`src/ghsp_pkg.sv`:
```
`timescale 1ns / 1ps

package ghsp_pkg;

   localparam int SLOT_COUNT   = 4096;
   localparam int GEN_BITS     = 12;
   localparam int IDX_W        = $clog2(SLOT_COUNT);
   localparam int TOP_W        = $clog2(SLOT_COUNT + 1);
   localparam int LIVE_W       = 13;
   localparam int HANDLE_IDX_W = 20;
   localparam int HANDLE_GEN_W = 12;

   localparam logic [1:0] OP_ALLOC    = 2'd0;
   localparam logic [1:0] OP_FREE     = 2'd1;
   localparam logic [1:0] OP_VALIDATE = 2'd2;

   localparam logic [1:0] ST_OK   = 2'd0;
   localparam logic [1:0] ST_FULL = 2'd1;
   localparam logic [1:0] ST_BAD  = 2'd2;

   typedef struct packed {
      logic [1:0]  opcode;
      logic [31:0] handle_in;
      logic [3:0]  item_type;
   } req_type;

   typedef struct packed {
      logic [1:0]        status;
      logic [31:0]       handle_out;
      logic [3:0]        type_out;
      logic [LIVE_W-1:0] live_slots;
   } rsp_type;

   typedef struct packed {
      logic clear;
      logic accept;
      logic exec;
   } ctl_cmd_type;

   typedef struct packed {
      logic clear_last;
   } ctl_status_type;

endpackage

```
`src/ghsp_controller.sv`:
```
`timescale 1ns / 1ps

module ghsp_controller (
   input  logic                    clock,
   input  logic                    reset,
   input  logic                    start,
   input  ghsp_pkg::ctl_status_type status,
   output ghsp_pkg::ctl_cmd_type    cmd,
   output logic                    busy
);
   import ghsp_pkg::*;

   localparam logic [1:0] S_CLEAR = 2'd0;
   localparam logic [1:0] S_IDLE  = 2'd1;
   localparam logic [1:0] S_EXEC  = 2'd2;

   logic [1:0] state_ff;
   logic [1:0] state_in;

   always_comb begin
      state_in = state_ff;
      case (state_ff)
         S_CLEAR: begin
            if (status.clear_last) begin
               state_in = S_IDLE;
            end
         end
         S_IDLE: begin
            if (start) begin
               state_in = S_EXEC;
            end
         end
         S_EXEC: begin
            state_in = S_IDLE;
         end
         default: begin
            state_in = S_CLEAR;
         end
      endcase
   end

   always_ff @(posedge clock) begin
      if (reset) begin
         state_ff <= S_CLEAR;
      end else begin
         state_ff <= state_in;
      end
   end

   assign cmd.clear  = (state_ff == S_CLEAR);
   assign cmd.accept = (state_ff == S_IDLE) && start;
   assign cmd.exec   = (state_ff == S_EXEC);
   assign busy       = (state_ff != S_IDLE);

endmodule

```
`config.mk`:
```
export PLATFORM = sky130hd
export DESIGN_NAME = ghsp_controller
export DESIGN_NICKNAME = d
export VERILOG_FILES = /design/src/ghsp_pkg.sv /design/src/ghsp_controller.sv
export SDC_FILE = /design/constraint.sdc
export NUM_CORES = 1
export LEC_CHECK = 0
export BUFFER_PORTS_ARGS = -buffer_cell sky130_fd_sc_hd__buf_2
export CAP_MARGIN = 20
export CORE_AREA = 2 2 39 41
export CTS_CLUSTER_DIAMETER = 60
export DETAILED_ROUTE_END_ITERATION = 8
export DIE_AREA = 0 0 41 43
export HOLD_SLACK_MARGIN = 0.02
export PLACE_DENSITY_LB_ADDON = 0.12
export SLEW_MARGIN = 20
export SYNTH_ARGS = -nofsm -noshare
export SYNTH_HDL_FRONTEND = slang
export SYNTH_SLANG_ARGS = --single-unit
```
`constraint.sdc`:
```
create_clock -name clock -period 0.95 [get_ports clock]
set_input_delay 0.0475 -clock clock [delete_from_list [all_inputs] [get_ports clock]]
set_output_delay 0.0475 -clock clock [all_outputs]
set_load 0.02 [all_outputs]
```
==> results.md <==
* Status: finished with violations
* Failing checks: setup timing
* Hold buffers post-CTS at 0
* Share of cells above drive strength 1 at around 76%
* Area growth from synthesis to layout at 92.86%
* Vias per inst at 3.135
* Leakage power total at slightly above 0.09 nW
* Simple-gate share of the synthesized area at 46.43%
* Mux cell area share after synthesis at 0%
* GRT Resource Usage Total at 4.810%
* Std-Cell Rows at 14
* Fin Clk Skew at between 0.002 and 0.0025 ns
* Area contributors post-synth: dfxtp_1 38%, o32ai_2 15%, nor2b_4 13%
* Inserted Diodes at 0
* Vias at 116
* Initial Util at 7.595%
* Clock-pin slew on the worst setup and hold paths at 0.03 ns
* Adder-cell share of the synthesized area at 0%
* First-pass GRT wire length at around 470 um
* Max incr delay on CP at 0.34 ns
* Main combinational cell family by area after synthesis: simple AND/OR/NAND/NOR gates
* Gpl congestion at 0.5597
* Tcrit/Tclk final at 100.8%
* WS Path Type: reg2out
* I/O pins at 8
* Tmin final at between 0.9 and 1 ns
* Synth Cell Area at 105.1 um^2
* Final Worst Setup Slack at -0.007446 ns
* VDD IR max at 299.0 uV
* Yosys reg bits at 2
* Slew at the pin with the worst max-slew slack at about 0.18 ns
* YS warnings at 0
* Slew Limit Fails at 0
* Mapped Nets at 14
* Yosys top cell area share at 38.10%
* Max reg flops at 2
* TritonCTS clock tree: done
* Vias in the first global route at between 100 and 150
* Final hold viol count at 0
* Setup crit start: state_ff[1]
* Synth cell types at 8
* WL final at 298 um
* Clock Path Buffers at 2
* R2r startpoint: state_ff[1]
* Final net count at 27
* Die Footprint at 1763 um^2
* DRT iter0 DRCs at 1
* Total grt overflow at 0
* Initial antenna violation count at 0
* Post-Syn Instances at 10
* Remaining DRCs at 0
* Avg Inst Size Synth at 10.51 um^2
* Skew-Pair Late Insertion Delay at 0.22 ns
* Drt pass-1 iters at 2
* Hold_sp: reset
* Finished Cell Area at 202.7 um^2
* Max-cap violations at 0
* Post-DR wirelength/cell at 8.054 um
* Clk sinks at 2
* Post-synth top area cell: dfxtp_1
* Min-delay worst type: in2reg
* Routed Antenna Nets at 0
* Synth Area in XOR/XNOR at 0%
* PD cells at 1759 nW/um^2
* Post-Place Setup Slack at roughly 0.16 ns
* H-tree lvl count at 1
* Clk root buf: clkbuf_4
* Largest regs: state_ff: 2 flops
* Synth Area in Compound Gates at 15.48%
* Peak Freq at 1044 MHz
* CP required at around 0.90 ns
* RSZ-0062 raised after global routing: yes
* Core area at around 1400 um^2
* Area post-placement at 160.2 um^2
* Top reg by flops: state_ff
* Port bufs at 7
* Arrival @ worst endpoint at 0.91 ns
* Largest net degree at the start of global routing at 6
* Rel. slew slack at ~88%
* Die width at 41 um
* Nature of the critical path endpoint: output port
* Worst setup SP type: flip-flop
* Worst-path fanout max at 5
* # setup viols final at 1
* Sequential cell area fraction in the yosys report at between 30% and 40%
* Cts bufs inserted at 3
* Die height at 43 um
* Critical Path, Cell by Cell: and3b_2 -> buf_6
* Slowest cell on the critical path: dfxtp_2
report_power, final:
part	total (mW)	internal, mW	switching (mW)
Sequential	0.0980	0.0919	0.00609
Combinational	0.0738	0.0362	0.0376
Clock	0.185	0.139	0.0455
placed cells by master (no fill, tap or decap), drive strengths merged:
cell type  n
nor2       2
and3b      1
or2        1
o32ai      1
buf        8
clkbuf     3
nand2b     1
nor2b      2
dfxtp      2
synthesized netlist by cell type (all sizes together):
| cell type | instances |
|---|---|
| and3b | 1 |
| nor2b | 2 |
| nand2b | 1 |
| o32ai | 1 |
| nor2 | 2 |
| dfxtp | 2 |
| or2 | 1 |
cell type report:
class | count | area [um^2]
Clock buffer | 3 | 22.52
Fill cell | 169 | 1181
Multi-Input combinational cell | 8 | 66.31
Sequential cell | 2 | 42.54
Tap cell | 16 | 20.02
Timing Repair Buffer | 8 | 51.30
stage by stage:
step | utilization, % | instances | TNS, ns | power (mW) | hold WS, ns
after global routing | 14.65 | 37 | -0.08359 | 0.3921 | 0.03492
after detailed placement | 11.57 | 33 | 0 | 0.1623 | 0.2764
after global placement | 11.57 | 33 | 0 | 0.1629 | 0.2731
final | 14.65 | 37 | -0.007446 | 0.3565 | 0.03902
after CTS | 14.38 | 37 | -0.02074 | 0.3704 | 0.03207
after floorplan | - | 10 | 0 | 0.1362 | 0.1118
final timing paths:
path,endpoint,slack (ns),cells after the start
setup / recovery,cmd[1],-0.007,2
hold reg to reg,state_ff[0],0.54,2
setup reg to reg,state_ff[1],0.04,3
hold / removal,state_ff[1],0.04,2
worst max-delay path: cells and delay by family (launching register included):
kind	cells	cell delay [ns]
buffers and inverters	1	0.13
DFF	1	0.34
and+or+nand+nor	1	0.22
cell families (layout without fill, tap and decap cells):
family                 Yosys count  count (layout)
buffers and inverters            0              11
AND/OR/NAND/NOR                  7               7
AO/OA/AOI/OAI                    1               1
flip-flops                       2               2
layer usage:
| metal | GRT usage, % | share of wire, % | vias to the layer above |
|---|---|---|---|
| li1 | - | - | 56 |
| met1 | 3.514 | 36 | 52 |
| met2 | 5.938 | 47 | 8 |
| met3 | 3.141 | 16 | 0 |
| met4 | 8.000 | 0 | 0 |
| met5 | 0 | 0 | - |
what timing repair did:
action | CTS | global route
setup buffers | 1 | 0
resized for setup | 4 | 2
hold endpoints to repair | 0 | 0
endpoints found under the setup margin | 3 | 3
(Power assumes the default switching activity.)
